<file path="src/fpa_pkg.sv">
// types and constants shared by the fixed-point alu modules
package fpa_pkg;

    localparam int DATA_W = 32;

    localparam logic signed [DATA_W-1:0] S32_MAX = 32'sh7FFF_FFFF;
    localparam logic signed [DATA_W-1:0] S32_MIN = 32'sh8000_0000;

    typedef enum logic [3:0] {
        CMD_ADD = 4'd0,
        CMD_SUB = 4'd1,
        CMD_MUL = 4'd2,
        CMD_DIV = 4'd3,
        CMD_MIN = 4'd4,
        CMD_MAX = 4'd5,
        CMD_INC = 4'd6,
        CMD_DEC = 4'd7,
        CMD_I2F = 4'd8,
        CMD_F2I = 4'd9
    } cmd_t;

    typedef struct packed {
        logic [3:0]               command;
        logic signed [DATA_W-1:0] operand_a;
        logic signed [DATA_W-1:0] operand_b;
    } fpa_in_t;

    typedef struct packed {
        logic signed [DATA_W-1:0] result_value;
        logic                     divide_by_zero;
        logic                     saturated;
        logic                     a_less;
        logic                     a_equal;
        logic                     a_greater;
    } fpa_out_t;

    // side band that travels with each transaction down the divider chain
    typedef struct packed {
        logic                     valid;
        logic                     is_div;
        logic                     neg;
        logic signed [DATA_W-1:0] value;
        logic                     dz;
        logic                     sat;
        logic                     lt;
        logic                     eq;
        logic                     gt;
    } fpa_side_t;

endpackage

</file>
<file path="src/fpa_front.sv">
// front stages: decode, simple operations, multiply with rounding, divider operands
module fpa_front
    import fpa_pkg::*;
#(
    parameter int FRAC_BITS = 8
) (
    input  logic                        aclk,
    input  logic                        aresetn,
    input  logic                        en,
    input  logic                        in_valid,
    input  fpa_in_t                     in_data,
    output fpa_side_t                   side_out,
    output logic [DATA_W+FRAC_BITS-1:0] nq_out,
    output logic [DATA_W-1:0]           den_out
);

    localparam int PROD_W = 2 * DATA_W;

    logic signed [DATA_W-1:0] a;
    logic signed [DATA_W-1:0] b;
    logic signed [DATA_W:0]   sum_ab;
    logic signed [DATA_W:0]   diff_ab;
    logic signed [DATA_W+FRAC_BITS-1:0] scaled_a;
    logic signed [PROD_W-1:0] prod;
    fpa_side_t                side1;

    fpa_side_t                s1_side_reg;
    logic signed [PROD_W-1:0] s1_prod_reg;
    logic                     s1_is_mul_reg;
    logic [DATA_W-1:0]        s1_abs_a_reg;
    logic [DATA_W-1:0]        s1_abs_b_reg;

    logic signed [PROD_W-1:0] mul_sum;
    logic signed [PROD_W-1:0] mul_shr;
    logic                     mul_fits;
    fpa_side_t                side2;

    fpa_side_t                          s2_side_reg;
    logic [DATA_W+FRAC_BITS-1:0]        s2_nq_reg;
    logic [DATA_W-1:0]                  s2_den_reg;

    assign a = in_data.operand_a;
    assign b = in_data.operand_b;

    assign sum_ab   = {a[DATA_W-1], a} + {b[DATA_W-1], b};
    assign diff_ab  = {a[DATA_W-1], a} - {b[DATA_W-1], b};
    assign scaled_a = {{FRAC_BITS{a[DATA_W-1]}}, a} <<< FRAC_BITS;
    // signed 32 by 32 product, operands sign extended to the product width
    assign prod     = PROD_W'(a) * PROD_W'(b);

    always_comb begin
        side1        = '0;
        side1.valid  = in_valid;
        side1.lt     = (a < b);
        side1.eq     = (a == b);
        side1.gt     = (a > b);
        side1.neg    = a[DATA_W-1] ^ b[DATA_W-1];
        case (cmd_t'(in_data.command))
            CMD_ADD: begin
                side1.sat   = (sum_ab[DATA_W] != sum_ab[DATA_W-1]);
                side1.value = side1.sat ? (sum_ab[DATA_W] ? S32_MIN : S32_MAX)
                                        : sum_ab[DATA_W-1:0];
            end
            CMD_SUB: begin
                side1.sat   = (diff_ab[DATA_W] != diff_ab[DATA_W-1]);
                side1.value = side1.sat ? (diff_ab[DATA_W] ? S32_MIN : S32_MAX)
                                        : diff_ab[DATA_W-1:0];
            end
            CMD_DIV: begin
                // zero divisor returns operand a unchanged
                side1.dz     = (b == '0);
                side1.is_div = (b != '0);
                side1.value  = a;
            end
            CMD_MIN: side1.value = (a < b) ? a : b;
            CMD_MAX: side1.value = (a > b) ? a : b;
            CMD_INC: begin
                side1.sat   = (a == S32_MAX);
                side1.value = side1.sat ? S32_MAX : a + 32'sd1;
            end
            CMD_DEC: begin
                side1.sat   = (a == S32_MIN);
                side1.value = side1.sat ? S32_MIN : a - 32'sd1;
            end
            CMD_I2F: begin
                side1.sat   = !((&scaled_a[DATA_W+FRAC_BITS-1:DATA_W-1]) ||
                                !(|scaled_a[DATA_W+FRAC_BITS-1:DATA_W-1]));
                side1.value = side1.sat ? (a[DATA_W-1] ? S32_MIN : S32_MAX)
                                        : scaled_a[DATA_W-1:0];
            end
            CMD_F2I: side1.value = a >>> FRAC_BITS;
            default: side1.value = '0;
        endcase
    end

    always_ff @(posedge aclk) begin
        if (!aresetn) begin
            s1_side_reg.valid <= 1'b0;
        end else if (en) begin
            s1_side_reg <= side1;
        end
    end

    always_ff @(posedge aclk) begin
        if (en) begin
            s1_prod_reg   <= prod;
            s1_is_mul_reg <= (cmd_t'(in_data.command) == CMD_MUL);
            s1_abs_a_reg  <= a[DATA_W-1] ? DATA_W'(-a) : DATA_W'(a);
            s1_abs_b_reg  <= b[DATA_W-1] ? DATA_W'(-b) : DATA_W'(b);
        end
    end

    // round half away from zero: add half, less one for negative products
    assign mul_sum  = s1_prod_reg + (PROD_W'(1) << (FRAC_BITS - 1))
                      - PROD_W'(s1_prod_reg[PROD_W-1]);
    assign mul_shr  = mul_sum >>> FRAC_BITS;
    assign mul_fits = (&mul_shr[PROD_W-1:DATA_W-1]) || !(|mul_shr[PROD_W-1:DATA_W-1]);

    always_comb begin
        side2 = s1_side_reg;
        if (s1_is_mul_reg) begin
            side2.sat   = !mul_fits;
            side2.value = mul_fits ? mul_shr[DATA_W-1:0]
                                   : (s1_prod_reg[PROD_W-1] ? S32_MIN : S32_MAX);
        end
    end

    always_ff @(posedge aclk) begin
        if (!aresetn) begin
            s2_side_reg.valid <= 1'b0;
        end else if (en) begin
            s2_side_reg <= side2;
        end
    end

    always_ff @(posedge aclk) begin
        if (en) begin
            s2_nq_reg  <= {s1_abs_a_reg, {FRAC_BITS{1'b0}}};
            s2_den_reg <= s1_abs_b_reg;
        end
    end

    assign side_out = s2_side_reg;
    assign nq_out   = s2_nq_reg;
    assign den_out  = s2_den_reg;

endmodule

</file>
<file path="config.mk">
export PLATFORM = sky130hd
export DESIGN_NAME = fpa_front
export DESIGN_NICKNAME = d
export VERILOG_FILES = /design/src/fpa_pkg.sv /design/src/fpa_front.sv
export SDC_FILE = /design/constraint.sdc
export NUM_CORES = 2
export LEC_CHECK = 0
export ABC_AREA = 1
export BUFFER_PORTS_ARGS = -buffer_cell sky130_fd_sc_hd__buf_2
export CAP_MARGIN = 0
export CELL_PAD_IN_SITES_DETAIL_PLACEMENT = 1
export CELL_PAD_IN_SITES_GLOBAL_PLACEMENT = 1
export CORE_MARGIN = 8
export CORE_UTILIZATION = 30
export DETAILED_ROUTE_END_ITERATION = 16
export GPL_TIMING_DRIVEN = 0
export PLACE_DENSITY = 0.57
export SLEW_MARGIN = 25
export SYNTH_ARGS = -nofsm -noshare
export SYNTH_HDL_FRONTEND = slang
export SYNTH_SLANG_ARGS = --single-unit
</file>
<file path="constraint.sdc">
create_clock -name aclk -period 11.4 [get_ports aclk]
set_clock_uncertainty 0.05 [all_clocks]
set_input_delay 1.14 -clock aclk [delete_from_list [all_inputs] [get_ports aclk]]
set_output_delay 1.14 -clock aclk [all_outputs]
set_load 0.03 [all_outputs]
</file>
==> out/results.md <==
### Routing
• DR WL/cell: 27.98 µm
• remaining antenna violation count after routing: 0
• vias: 55,640
• number of iterations in the first detailed-routing pass: 7
• DRC violation total after the first TritonRoute iteration: 5,121
• wirelength, routed: 310.7 mm
• detail-routed via count per cell: 5.011
• DR DRC count: 0

### Yosys
• number of flip-flops and latches in the synthesized netlist: 273
• number of cells produced by synthesis: 8,146
• total standard cell area after synthesis: 61,530 µm²
• most area-hungry cell type in the Yosys netlist: sky130_fd_sc_hd__fa_1
• post-synth top area share: 0.3527
• fraction of the yosys area taken by sequential cells: 0.1329
• Most used DFF post-synth: sky130_fd_sc_hd__edfxtp_1
• Netlist cell types: 62
• top cells by area in the synthesized netlist: sky130_fd_sc_hd__fa_1, sky130_fd_sc_hd__nand2_1, sky130_fd_sc_hd__edfxtp_1
• Synth Warn #: 0
• EDFF count, synth: 271
• syn_area_per_cell: 7.553 µm²
• fraction of registers with async set/reset: 0

### GRT
• vias in the first global route: 58,420
• largest net degree at the start of global routing: 91
• M3 GR Usage: 0.04725
• M2 GR Usage: 0.4246
• sum of overflow across all layers after global routing: 0
• first-pass GRT wire length: 433.6 mm
• Most Used Layer, Global Route: met2
• antenna violations before repair: 28
• Overall Global Routing Usage: 0.2776
• GR met1 Demand/Resource: 0.3982

### Critical path
• worst-path maximum fanout: 10
• path type of the worst setup path: in -> reg
• endpoint kind of the worst setup timing path: flip-flop
• data required time of the critical path: 11.70 ns
• data arrival time of the critical path: 11.40 ns
• Worst Setup Start Kind: input pin

### Timing
• Period minus WS final: 11.11 ns
• total setup violations reported at the end of the flow: 0
• unrepaired setup endpoints after global routing: false
• headroom to the max-slew limit: 0.1972
• final max-slew violation count: 0
• Max Freq: 90.04 MHz
• Final period util: 0.9742
• final hold violations: 0
• Slew @ Worst Pin: 1.204 ns

### Run status
• outcome: completed

### Clocking
• clock sinks: 273
• clock input transition at the sequential cells of the worst setup and hold paths: 0.06 ns
• postcts setup bufs: 0
• number of buffers created by CTS: 36
• clock tree from TritonCTS: built
• CTS H-Tree Depth: 2
• clock latency reported for the late side of the worst-skew pair: 0.65 ns
• master cell of the clock root buffer: sky130_fd_sc_hd__clkbuf_16
• CTS hold repair buffers: 0
• maximum root-to-sink buffer count: 3
• Resized Gates After CTS: 0

### Floorplan
• Core Rows: 166
• die outline height: 468.9 µm
• core area: 204,200 µm²
• Horiz. Die Dim: 468.9 µm
• DIE AREA: 219,800 µm²
• initial core utilization: 0.3014
• top-level port count: 184

### Placement
• count of input and output buffers: 175
• weighted congestion reported at the end of routability-driven placement: 0.9889
• placed inst area: 66,040 µm²
• detailed-placement wirelength estimate: 273.7 mm

### Finish
• Area growth syn-to-layout: 9.531%
• cell area after layout: 67,390 µm²
• share of cells above drive strength 1: 0.05153
• Multi-input gate area: 43,890 µm²
• Net count, final: 9,846
• # fillers: 25,200
• max reg flops: 64
• area taken by flip-flops and latches: 8178 µm²

### Run
• Max-Cap Viols: 0

### Worst hold path
• class of the tightest hold or removal check: reg -> reg

## path summary, 6_finish.rpt
kind | start | endpoint | slack [ns] | cells after the start
max | in_data[63] | s1_prod_reg[59]$_DFFE_PP_ | 0.29 | 27
min | s1_abs_a_reg[26]$_DFFE_PP_ | nq_out[34]$_DFFE_PP_ | 0.36 | 0
min reg2reg | s1_abs_a_reg[26]$_DFFE_PP_ | nq_out[34]$_DFFE_PP_ | 0.36 | 0
max reg2reg | s1_prod_reg[8]$_DFFE_PP_ | side_out[26]$_DFFE_PP_ | 7.11 | 25
## area by class of cell
type | count | area share
multi-input cells | 5375 | 0.6513
flip-flops and latches | 273 | 0.1213
inverters | 2154 | 0.1200
well taps | 2688 | 0.04991
plain buffers | 351 | 0.02226
repair buffers | 185 | 0.01545
clock buffers | 45 | 0.01446
clock inverters | 20 | 0.004753
diodes | 14 | 0.0005199
## logic make-up (layout without fill, tap and decap cells)
kind of cell / count (synthesis) / after routing / share of synthesized area
AOI/OAI and AO/OA: 726 / 726 / 0.06467
xor gates and xnor gates: 234 / 234 / 0.03331
adders and majority gates: 1398 / 1398 / 0.4166
and+or+nand+nor: 3009 / 3009 / 0.1971
buffers and inverters: 2505 / 2755 / 0.1554
other: 1 / 22 / 0.00006095
DFF: 273 / 273 / 0.1329
## layer usage
| layer | routed length [µm] | vias to the layer above |
|---|---|---|
| met5 | 65 | - |
| met4 | 11830 | 8 |
| met3 | 22380 | 331 |
| met2 | 134900 | 1892 |
| met1 | 141500 | 28990 |
| li1 | - | 24420 |
## synthesized netlist by cell type, drive strengths merged, types with 30 or more instances
cell and count:
nand2 2197, o21ai 288, nor4 30, clkbuf 206, nand3 204, xor2 181, ha 314, xnor2 53
buf 145, inv 2149, nor2 432, fa 1084, a31oi 35, a21oi 303, edfxtp 271, nand4 55
nor3 70
## critical path, cell delays in order
cell and delay, ns:
sky130_fd_sc_hd__buf_2 0.36, sky130_fd_sc_hd__clkbuf_1 0.60, sky130_fd_sc_hd__buf_1 0.70, sky130_fd_sc_hd__nand2_1 0.28, sky130_fd_sc_hd__inv_1 0.15, sky130_fd_sc_hd__fa_1 0.40, sky130_fd_sc_hd__inv_1 0.24, sky130_fd_sc_hd__fa_1 0.47
sky130_fd_sc_hd__inv_1 0.24, sky130_fd_sc_hd__fa_1 0.50, sky130_fd_sc_hd__fa_1 1.02, sky130_fd_sc_hd__inv_1 0.48, sky130_fd_sc_hd__fa_1 0.61, sky130_fd_sc_hd__inv_1 0.06, sky130_fd_sc_hd__fa_1 0.52, sky130_fd_sc_hd__inv_1 0.05
sky130_fd_sc_hd__fa_1 0.49, sky130_fd_sc_hd__inv_1 0.06, sky130_fd_sc_hd__fa_1 0.46, sky130_fd_sc_hd__ha_1 0.56, sky130_fd_sc_hd__nand2_1 0.18, sky130_fd_sc_hd__nor2_1 0.34, sky130_fd_sc_hd__inv_1 0.11, sky130_fd_sc_hd__nor4_1 0.94
sky130_fd_sc_hd__nand3_1 0.16, sky130_fd_sc_hd__nand3_1 0.13, sky130_fd_sc_hd__xor2_1 0.08
## stage by stage
stage	hold WS, ns	util	setup TNS (ns)	worst slack [ns]	instances
3_3_place_gp	0.3524	0.3222	-0.9127	-0.1868	11020
4_1_cts	0.3668	0.3298	0	0.5226	11090
3_5_place_dp	0.3566	0.3234	-0.5677	-0.1411	11030
6_report	0.3618	0.3301	0	0.2941	11110
5_1_grt	0.3718	0.3300	0	0.03037	11100
2_1_floorplan	0.3503	-	0	2.837	8153
## layout by cell type (no fill, tap or decap), drive strengths merged, types with 8 or more instances in the layout
cell type and count:
nand2 2197, inv 2153, fa 1084, nor2 432, buf 330, ha 314
a21oi 303, o21ai 288, edfxtp 271, clkbuf 251, nand3 204, xor2 181
nor3 70, nand4 55, xnor2 53, a31oi 35, nor4 30, diode 14
o211ai 14, a21o 13, o21a 13, clkinv 12, o21bai 9, a2111oi 9
and3 8, conb 8, and2 8
Power is not shown: default switching activity piles up to over one toggle a cycle in this logic, so the estimate is an artifact.
