File: src/fpa_pkg.sv
// types and constants shared by the fixed-point alu modules
package fpa_pkg;

    localparam int DATA_W = 32;

    localparam logic signed [DATA_W-1:0] S32_MAX = 32'sh7FFF_FFFF;
    localparam logic signed [DATA_W-1:0] S32_MIN = 32'sh8000_0000;

    typedef enum logic [3:0] {
        CMD_ADD = 4'd0,
        CMD_SUB = 4'd1,
        CMD_MUL = 4'd2,
        CMD_DIV = 4'd3,
        CMD_MIN = 4'd4,
        CMD_MAX = 4'd5,
        CMD_INC = 4'd6,
        CMD_DEC = 4'd7,
        CMD_I2F = 4'd8,
        CMD_F2I = 4'd9
    } cmd_t;

    typedef struct packed {
        logic [3:0]               command;
        logic signed [DATA_W-1:0] operand_a;
        logic signed [DATA_W-1:0] operand_b;
    } fpa_in_t;

    typedef struct packed {
        logic signed [DATA_W-1:0] result_value;
        logic                     divide_by_zero;
        logic                     saturated;
        logic                     a_less;
        logic                     a_equal;
        logic                     a_greater;
    } fpa_out_t;

    // side band that travels with each transaction down the divider chain
    typedef struct packed {
        logic                     valid;
        logic                     is_div;
        logic                     neg;
        logic signed [DATA_W-1:0] value;
        logic                     dz;
        logic                     sat;
        logic                     lt;
        logic                     eq;
        logic                     gt;
    } fpa_side_t;

endpackage

File: src/fpa_post.sv
// back end: quotient rounding, sign, saturation and result select
module fpa_post
    import fpa_pkg::*;
#(
    parameter int NQ_W = 40
) (
    input  logic              aclk,
    input  logic              aresetn,
    input  logic              en,
    input  fpa_side_t         side_in,
    input  logic [DATA_W-1:0] rem_in,
    input  logic [NQ_W-1:0]   nq_in,
    input  logic [DATA_W-1:0] den_in,
    output logic              out_valid,
    output fpa_out_t          out_data
);

    localparam logic [NQ_W:0] LIM_POS = (NQ_W+1)'(32'h7FFF_FFFF);
    localparam logic [NQ_W:0] LIM_NEG = LIM_POS + (NQ_W+1)'(1);

    logic          round_up;
    fpa_side_t     side_reg;
    logic [NQ_W:0] qr_reg;
    logic          q_sat;

    assign round_up = ({rem_in, 1'b0} >= {1'b0, den_in});

    always_ff @(posedge aclk) begin
        if (!aresetn) begin
            side_reg.valid <= 1'b0;
        end else if (en) begin
            side_reg <= side_in;
        end
    end

    always_ff @(posedge aclk) begin
        if (en) begin
            qr_reg <= {1'b0, nq_in} + (NQ_W+1)'(round_up);
        end
    end

    assign q_sat = side_reg.neg ? (qr_reg > LIM_NEG) : (qr_reg > LIM_POS);

    always_comb begin
        out_data.divide_by_zero = side_reg.dz;
        out_data.a_less         = side_reg.lt;
        out_data.a_equal        = side_reg.eq;
        out_data.a_greater      = side_reg.gt;
        if (side_reg.is_div) begin
            out_data.saturated = q_sat;
            if (q_sat) begin
                out_data.result_value = side_reg.neg ? S32_MIN : S32_MAX;
            end else if (side_reg.neg) begin
                out_data.result_value = -$signed(qr_reg[DATA_W-1:0]);
            end else begin
                out_data.result_value = $signed(qr_reg[DATA_W-1:0]);
            end
        end else begin
            out_data.saturated    = side_reg.sat;
            out_data.result_value = side_reg.value;
        end
    end

    assign out_valid = side_reg.valid;

endmodule

File: config.mk
export PLATFORM = sky130hd
export DESIGN_NAME = fpa_post
export DESIGN_NICKNAME = d
export VERILOG_FILES = /design/src/fpa_pkg.sv /design/src/fpa_post.sv
export SDC_FILE = /design/constraint.sdc
export NUM_CORES = 1
export LEC_CHECK = 0
export ABC_AREA = 1
export BUFFER_PORTS_ARGS = -buffer_cell sky130_fd_sc_hd__buf_4
export CAP_MARGIN = 20
export CORE_AREA = 2 2 136 138
export CTS_CLUSTER_DIAMETER = 200
export DETAILED_ROUTE_END_ITERATION = 10
export DIE_AREA = 0 0 138 140
export HOLD_SLACK_MARGIN = 0.15
export PLACE_DENSITY_LB_ADDON = 0.15
export SLEW_MARGIN = 20
export SYNTH_ARGS = -nofsm -noshare
export SYNTH_HDL_FRONTEND = slang
export SYNTH_SLANG_ARGS = --single-unit
File: constraint.sdc
create_clock -name aclk -period 3.1 [get_ports aclk]
set_clock_uncertainty 0.2 [all_clocks]
set_input_delay 0.155 -clock aclk [delete_from_list [all_inputs] [get_ports aclk]]
set_output_delay 0.155 -clock aclk [all_outputs]
set_load 0.03 [all_outputs]
==> results.yml, run 1 <==
cells_and_area:
  stdcell_area_mm2: 0.00897
  largest_register_ffs: 41
  layout-drive-gt1-share_pct: 24.7
  final_cells: 1281
  fill_cells: 1745
  syn_to_final_growth_pct: 50.0
  antenna_cells: 0
  final_net_count: 1229
synthesis:
  synthTopCellsByCount: "nand2_1, nor2_1, inv_1"
  synth-seq-cells: 81
  synthTopCellsByArea: "edfxtp_1, nand2_1, nor2_1"
  synth_edf_count: 80
  async_flop_share_pct: 0
  syn_area_per_cell_um2: 7.87
  synth_cells: 760
  yosysTopAreaCellShare_pct: 40.2
  synthDistinctLibCells: 37
  ys_seq_area_share_pct: 40.5
  synth-main-ff-cell: "edfxtp_1"
  synth.most_common_cell: "nand2_1"
  synth_top_cell_by_area: "edfxtp_1"
  yosysWarnings: 0
  syn_area_mm2: 0.00598
  synth_nets: 942
timing:
  period_needed_ps: 2970
  fmax_ghz: 0.337
  rsz0062_at_grt: "yes"
  hold_viol_final: 0
  period_share_pct: 95.7
  slew_headroom_pct: 64.3
  timing.setup.tns_ps: 0
  setup_viol: 0
  tightest_slew_ps: 535
  setup_ws_ps: 133
  slew_violations: 0
pwr:
  p_clk_share_pct: 32.2
  pwr-share-seq_pct: 41.1
  p_total_w: 0.00332
  p_comb_share_pct: 26.7
  p_sw_w: 0.000978
  p_int_w: 0.00235
  swShare_pct: 29.4
  leakagePower_nw: 4.08
  pwr_density_cell_mw_per_mm2: 370
  ir_drop_uv: 229
grt:
  met3_usage_pct: 2.53
  grt_max_degree: 45
  overflow: 0
  grt_pass1_vias: 5560
  grt_pass1_wl_mm: 27.0
  use_met1_pct: 23.8
  antenna_found_initial: 0
  use_met2_pct: 27.7
  grt_util_all_layers_pct: 17.2
  top_usage_layer: "met2"
routing:
  vias: 5890
  drt-vias-per-instance: 4.60
  drc_errors: 0
  drt-pass1-iter-count: 7
  drt_iter0_drc: 296
  ant_nets: 0
  wl_mm: 16.7
  wl_per_cell_um: 13.0
clock_network:
  cts_sinks: 81
  cts_max_level: 3
  cts_tree: "built"
  clk_latency_ps: 350
  clk_pin_slew_worst_paths_ps: 60
  cts_root_buf: "clkbuf_16"
  cts_buffers: 9
  clockBufferDepth: 2
placed_design:
  port_buffers: 184
  place_hpwl_mm: 13.1
  place.gp.congestion: 0.851
  dp_worst_setup_slack_ps: 45.8
  post_dp_cell_area_mm2: 0.00765
  dp.cells: 1170
floorplanning:
  start_util_pct: 33.6
  die_h_um: 140
  rows: 49
  core_area_mm2: 0.0178
  die_area_mm2: 0.0193
  io_pins: 185
  die_w_um: 138
worst_setup_path:
  rr_worst_depth: 3
  crit_end: "qr_reg[23]"
  r2r_setup_slack_ps: 1700
  timing.rr.start: "out_valid"
  critical_path_required_ps: 3000
  cp-start-kind: "primary input"
  end_kind: "register"
  path_max_fanout: 4
  startpoint: "rem_in[30]"
  r2r-end: "out_valid"
  critPathKind: "primary input to register"
  critPathArrivalTime_ps: 2860
status:
  status: "completed"
min_path:
  hp-class: "primary input to register"
flow_run:
  maxCapViolCount: 0
## worst max-delay path: stages
cell and delay (ps):
buf_4 120, ha_4 250, inv_2 30, nor2_1 90, nand3_1 90, inv_2 80, nand2_4 50, nor4_4 260
buf_4 150, nand3b_1 80, nand3_2 120, ha_4 160, nand2_4 60, nor2_4 130, nand2_4 100, nor2_4 170
nand2_2 70, nor2_2 90, xor2_1 70, dlygate4sd3_1 550
## layout make-up
cell class	instances	area (µm²)	area share, %
sequential	81	2420	27.0
tap	229	287	3.19
timing repair buffer	292	2410	26.8
multi-input combinational	571	3200	35.7
clock buffer	9	225	2.51
clock inverter	7	75.1	0.836
inverter	92	354	3.95
## power by group through the flow
stage	Sequential, W	Combinational, W	Clock (W)
detailed placement	0.00139	0.000782	0
global placement	0.00139	0.000779	0
CTS	0.00137	0.000878	0.00111
global route	0.00137	0.000986	0.00114
floorplan	0.00137	0.000446	0
finish	0.00137	0.000887	0.00107
## metal layers
metal,up-vias,part of all wire [%]
met5,-,0
met4,0,1.5
met3,17,5.0
met2,167,46
met1,2622,47
li1,3084,-
## per-stage QoR
stage | hold WS, ps | util, %
after floorplan | 48.5 | -
after global placement | 133 | 43.1
after detailed placement | 134 | 43.1
after CTS | 304 | 49.8
after global routing | 319 | 50.5
final | 296 | 50.5
## worst min path at each step
stage / cells after the start / startpoint / end
after floorplan: 1 / en / out_valid
after global placement: 1 / side_in[5] / side_reg[5]
after detailed placement: 1 / side_in[9] / side_reg[9]
after CTS: 4 / aresetn / side_reg[33]
after global routing: 2 / side_in[1] / out_data[1]
final: 4 / aresetn / side_reg[35]
## cells in the final DEF, fill, tap and decap left out, types with 9 or more instances in the layout
cell type / instances
buf_4: 206
nand2_1: 175
nor2_1: 122
inv_1: 86
dlygate4sd3_1: 85
edfxtp_1: 80
a21oi_1: 49
xor2_1: 34
ha_1: 33
nand3_1: 32
nand4_1: 30
xnor2_1: 18
nor3_1: 16
o21ai_0: 15
clkbuf_16: 9
## timing repair
action                                 CTS  global route
pin swaps                                0            13
hold buffers                            88             0
buffers inserted                         2             8
setup endpoints to repair                3            31
gates resized for setup                  1            21
endpoints found under the hold margin  122             0
## cells by family after synthesis
family	count (synthesis)	synth area share [%]
AOI/OAI and AO/OA	73	6.61
xor gates and xnor gates	53	7.76
adders and majority gates	35	7.32
buffers and inverters	108	7.34
DFF	81	40.5
and+or+nand+nor	410	30.5
(Power assumes the default switching activity.)
==> inputs of run 2 (changes only) <==
Settings changed: CTS_BUF_LIST from default to sky130_fd_sc_hd__clkbuf_8.
==> run 2 against run 1 <==
Against the previous run: design area is 1.0% lower; worst setup slack better by 100 ps; critical endpoint is now qr_reg[13]; combinational power hardly changed; utilization is 0.51 points lower; fmax is 3.5% higher; count of clock-buffer cells in the layout stayed put; via count hardly changed; clock power is 26% lower; sequential power hardly changed; wire length is 0.48% lower.
==> results.yml, run 2 (same netlist as run 1, synthesis figures left out) <==
worst_setup_path:
  end_kind: "register"
  r2r_setup_slack_ps: 1700
  crit_end: "qr_reg[13]"
  rr_worst_depth: 3
  cp-start-kind: "primary input"
  timing.rr.start: "out_valid"
  startpoint: "rem_in[23]"
  critical_path_required_ps: 3020
  r2r-end: "out_valid"
  critPathKind: "primary input to register"
  path_max_fanout: 4
  critPathArrivalTime_ps: 2790
clock_network:
  clockBufferDepth: 2
  cts_sinks: 81
  clk_latency_ps: 380
  cts_max_level: 3
  clk_pin_slew_worst_paths_ps: 90
  cts_buffers: 9
  cts_root_buf: "clkbuf_8"
  cts_tree: "built"
grt:
  grt_max_degree: 45
  grt_pass1_wl_mm: 27.0
  overflow: 0
  antenna_found_initial: 0
  grt_util_all_layers_pct: 17.2
  grt_pass1_vias: 5558
timing:
  tightest_slew_ps: 523
  slew_violations: 0
  hold_viol_final: 0
  period_share_pct: 92.5
  setup_viol: 0
  fmax_ghz: 0.349
  period_needed_ps: 2870
  setup_ws_ps: 233
  finalHoldWorstSlack_ps: 265
  timing.setup.tns_ps: 0
  slew_headroom_pct: 65.1
floorplanning:
  io_pins: 185
  core_area_mm2: 0.0178
  start_util_pct: 33.6
  die_area_mm2: 0.0193
  die_h_um: 140
  die_w_um: 138
  rows: 49
pwr:
  ir_drop_uv: 167
  leakagePower_nw: 4.01
  pwr_density_cell_mw_per_mm2: 342
min_path:
  hp-start: "aresetn"
  hp-class: "primary input to register"
placed_design:
  place_hpwl_mm: 13.1
  port_buffers: 184
  place.gp.congestion: 0.851
  dp.cells: 1170
  dp_worst_setup_slack_ps: 45.8
routing:
  wl_per_cell_um: 13.0
  ant_nets: 0
  vias: 5893
  drt_iter0_drc: 299
  wl_mm: 16.6
  drc_errors: 0
  drt-pass1-iter-count: 8
  drt-vias-per-instance: 4.60
cells_and_area:
  multi_input_area_mm2: 0.00319
  seqCellArea_mm2: 0.00242
  final_cells: 1282
  syn_to_final_growth_pct: 48.5
  fill_cells: 1752
  layout-drive-gt1-share_pct: 24.1
  antenna_cells: 0
  largest_register_ffs: 41
  final_net_count: 1230
  most-common-layout-cells: "buf_4, nand2_1, nor2_1"
  final_common_cell: "buf_4"
status:
  status: "completed"
flow_run:
  maxCapViolCount: 0
==> run 2: cell count changes in the layout (fill, tap and decap cells not counted), moves of 2 or more <==
cell / delta
inv_2: -3
clkbuf_8: +9
nand2_4: -2
buf_4: -3
clkbuf_16: -9
dlygate4sd3_1: +4
nand2_2: +3
inv_1: +3
==> run 2: final cells by class <==
type / count / share of cell area (%)
clock buffers: 9 / 1.39
well taps: 229 / 3.23
inverters: 92 / 4.01
clock inverters: 7 / 0.845
multi-input cells: 571 / 35.9
repair buffers: 293 / 27.3
flip-flops and latches: 81 / 27.3
==> run 2: power breakdown <==
part | leakage (nW) | switching, W | internal [W]
combinational | 3.13 | 0.000469 | 0.000417
clock | 0.104 | 0.000410 | 0.000379
sequential | 0.775 | 0.0000653 | 0.00130
==> run 2: worst max-delay path: stages <==
cell and delay (ps):
buf_4 110, ha_1 280, nand2_1 70, inv_1 70
nand3_1 110, nor4_4 230, buf_4 150, nand3b_1 80
nand3_2 130, ha_4 150, nand2_2 60, nor2_4 110
nand2_4 100, nor2_8 110, buf_6 120, nand2_1 50
xnor2_1 130, dlygate4sd3_1 560
==> run 2: how the worst min path moves through the flow <==
stage,end,depth (start not counted),slack [ps]
finish,side_reg[33],4,260
CTS,side_reg[33],4,260
global placement,side_reg[5],1,130
detailed placement,side_reg[9],1,130
floorplan,out_valid,1,50
global route,out_data[1],2,280
==> run 2: metrics by stage <==
step	instance area [µm²]	power [W]	util [%]
2_1_floorplan	5980	0.00181	-
3_3_place_gp	7650	0.00217	43.1
3_5_place_dp	7650	0.00217	43.1
4_1_cts	8760	0.00307	49.3
5_1_grt	8880	0.00321	50.0
6_report	8880	0.00304	50.0
==> run 2: per-layer routing <==
metal / GRT usage, % / up-vias / wire [µm] / share of wire, %
met2: 27.8 / 169 / 7680 / 46
li1: - / 3092 / - / -
met3: 2.53 / 17 / 874 / 5.3
met4: 5.59 / 0 / 257 / 1.5
met1: 23.7 / 2615 / 7820 / 47
met5: 0 / - / 0 / 0
==> run 2: what timing repair did <==
action                                 4_1_cts  5_1_grt
gates cloned                                 0        0
endpoints found under the hold margin      122        0
setup endpoints to repair                   13       36
buffers inserted                             2        5
hold buffers                                89        0
pin swaps                                    0        0
resized for setup                            1       20
==> inputs of run 3 (changes only) <==
Clock period 3.1 ns to 3.2 ns, I/O delays scaled along.
==> run 3 against run 2 <==
Against the previous run: clock power up 11%; critical endpoint is now qr_reg[39]; die area unchanged; critical path depth unchanged; highest routed layer unchanged; count of clock-buffer cells in the layout unchanged.
==> results.yml, run 3 (same netlist as run 1, synthesis figures left out) <==
worst_setup_path:
  cp_cell_sequence: "buf_4 > inv_1 > ha_4 > nand2_1 > nor2_2 > nand4_1 > nor4_2 > nand3b_1 > nand3_2 > ha_4 > nand2_2 > nor2_4 > nand2_4 > nor2_4 > nand2_1 > nor4_2 > xor2_1 > dlygate4sd3_1"
  path_max_fanout: 6
  critPathArrivalTime_ps: 2930
  critPathKind: "primary input to register"
  cp_top_family: "simple AND/OR/NAND/NOR gates"
  critical_path_required_ps: 3130
  end_kind: "register"
  slowest_delay_ps: 560
  slowest_stage: "dlygate4sd3_1"
  cp-start-kind: "primary input"
  critPathBufInv: 3
routing:
  wl_met2_mm: 7.98
  ant_nets: 0
  drt_iter0_drc: 327
  drt-vias-per-instance: 4.58
  wl_per_cell_um: 13.0
  route.top_layer_used: "met4"
  drt-pass1-iter-count: 4
  wl_mm: 16.8
  vias: 5896
  route.met3.wl_um: 756
  drc_errors: 0
  routedLengthMet1_mm: 7.91
cells_and_area:
  final_net_count: 1236
  most-common-layout-cells: "buf_4, nand2_1, nor2_1"
  largest_register_ffs: 41
  layout-drive-gt1-share_pct: 24.6
  final_common_cell: "buf_4"
  antenna_cells: 0
  syn_to_final_growth_pct: 50.1
  post-route-util_pct: 50.5
  fill_cells: 1780
timing:
  fmax_ghz: 0.334
  rsz0062_at_grt: "yes"
  setup_viol: 0
  tightest_slew_ps: 520
  slew_headroom_pct: 65.4
  slew_violations: 0
  hold_viol_final: 0
  period_share_pct: 93.6
  period_needed_ps: 3000
floorplanning:
  die_w_um: 138
  core_area_mm2: 0.0178
  rows: 49
  die_h_um: 140
  io_pins: 185
  start_util_pct: 33.6
  die_area_mm2: 0.0193
clock_network:
  clockBufferDepth: 2
  cts_buffers: 9
  clk_latency_ps: 370
  cts_max_level: 3
  cts_sinks: 81
  cts_root_buf: "clkbuf_8"
  cts_tree: "built"
  clk_pin_slew_worst_paths_ps: 100
pwr:
  pwr_density_cell_mw_per_mm2: 341
  ir_drop_uv: 176
  p_total_w: 0.00306
  leakagePower_nw: 4.06
grt:
  overflow: 0
  grt_max_degree: 44
  grt_util_all_layers_pct: 17.4
  grt_pass1_wl_mm: 27.6
  grt_pass1_vias: 5649
  antenna_found_initial: 0
status:
  status: "completed"
placed_design:
  place.gp.congestion: 0.861
  port_buffers: 184
  place_hpwl_mm: 13.1
min_path:
  hp-class: "primary input to register"
flow_run:
  maxCapViolCount: 0
run 3: metrics by stage:
stage          setup TNS (ps)  instances  setup WS [ps]  cell area, µm²  hold WS, ps
5_1_grt                 -85.9       1288          -59.1            8980          218
6_report                    0       1288            204            8980          201
4_1_cts                     0       1277           12.0            8800          197
3_3_place_gp                0       1166            174            7620          138
2_1_floorplan               0        760            457            5980         53.5
3_5_place_dp                0       1166            129            7620          139
run 3: timing repair:
action                                 CTS  global route
endpoints found under the hold margin   81             0
resized for setup                        3            21
pin swaps                                0            16
buffers inserted                         2            13
hold buffers                            92             0
setup endpoints to repair               12            33
cloned                                   1             0
run 3: final cells by class:
type / instances / area, µm² / share of cell area [%]
Clock buffer: 9 / 124 / 1.38
Clock inverter: 7 / 105 / 1.17
Inverter: 92 / 362 / 4.03
Multi-Input combinational cell: 571 / 3210 / 35.7
Sequential cell: 81 / 2420 / 27.0
Tap cell: 229 / 287 / 3.19
Timing Repair Buffer: 298 / 2470 / 27.5
Timing Repair inverter: 1 / 7.51 / 0.0836
run 3: final timing paths:
kind / from / endpoint / slack (ps) / cells past startpoint
min reg2reg: out_valid / out_valid / 910 / 3
max reg2reg: out_valid / out_valid / 1780 / 3
min: en / qr_reg[36] / 200 / 2
max: den_in[16] / qr_reg[39] / 200 / 18
run 3: metal layers:
metal	up-vias	track usage, %
met5	-	0
met4	0	3.76
met3	9	2.70
met1	2621	24.2
met2	164	29.0
li1	3102	-
run 3: where the power goes:
group	switching [W]	internal (W)
combinational	0.000458	0.000412
sequential	0.0000628	0.00126
clock	0.000419	0.000453
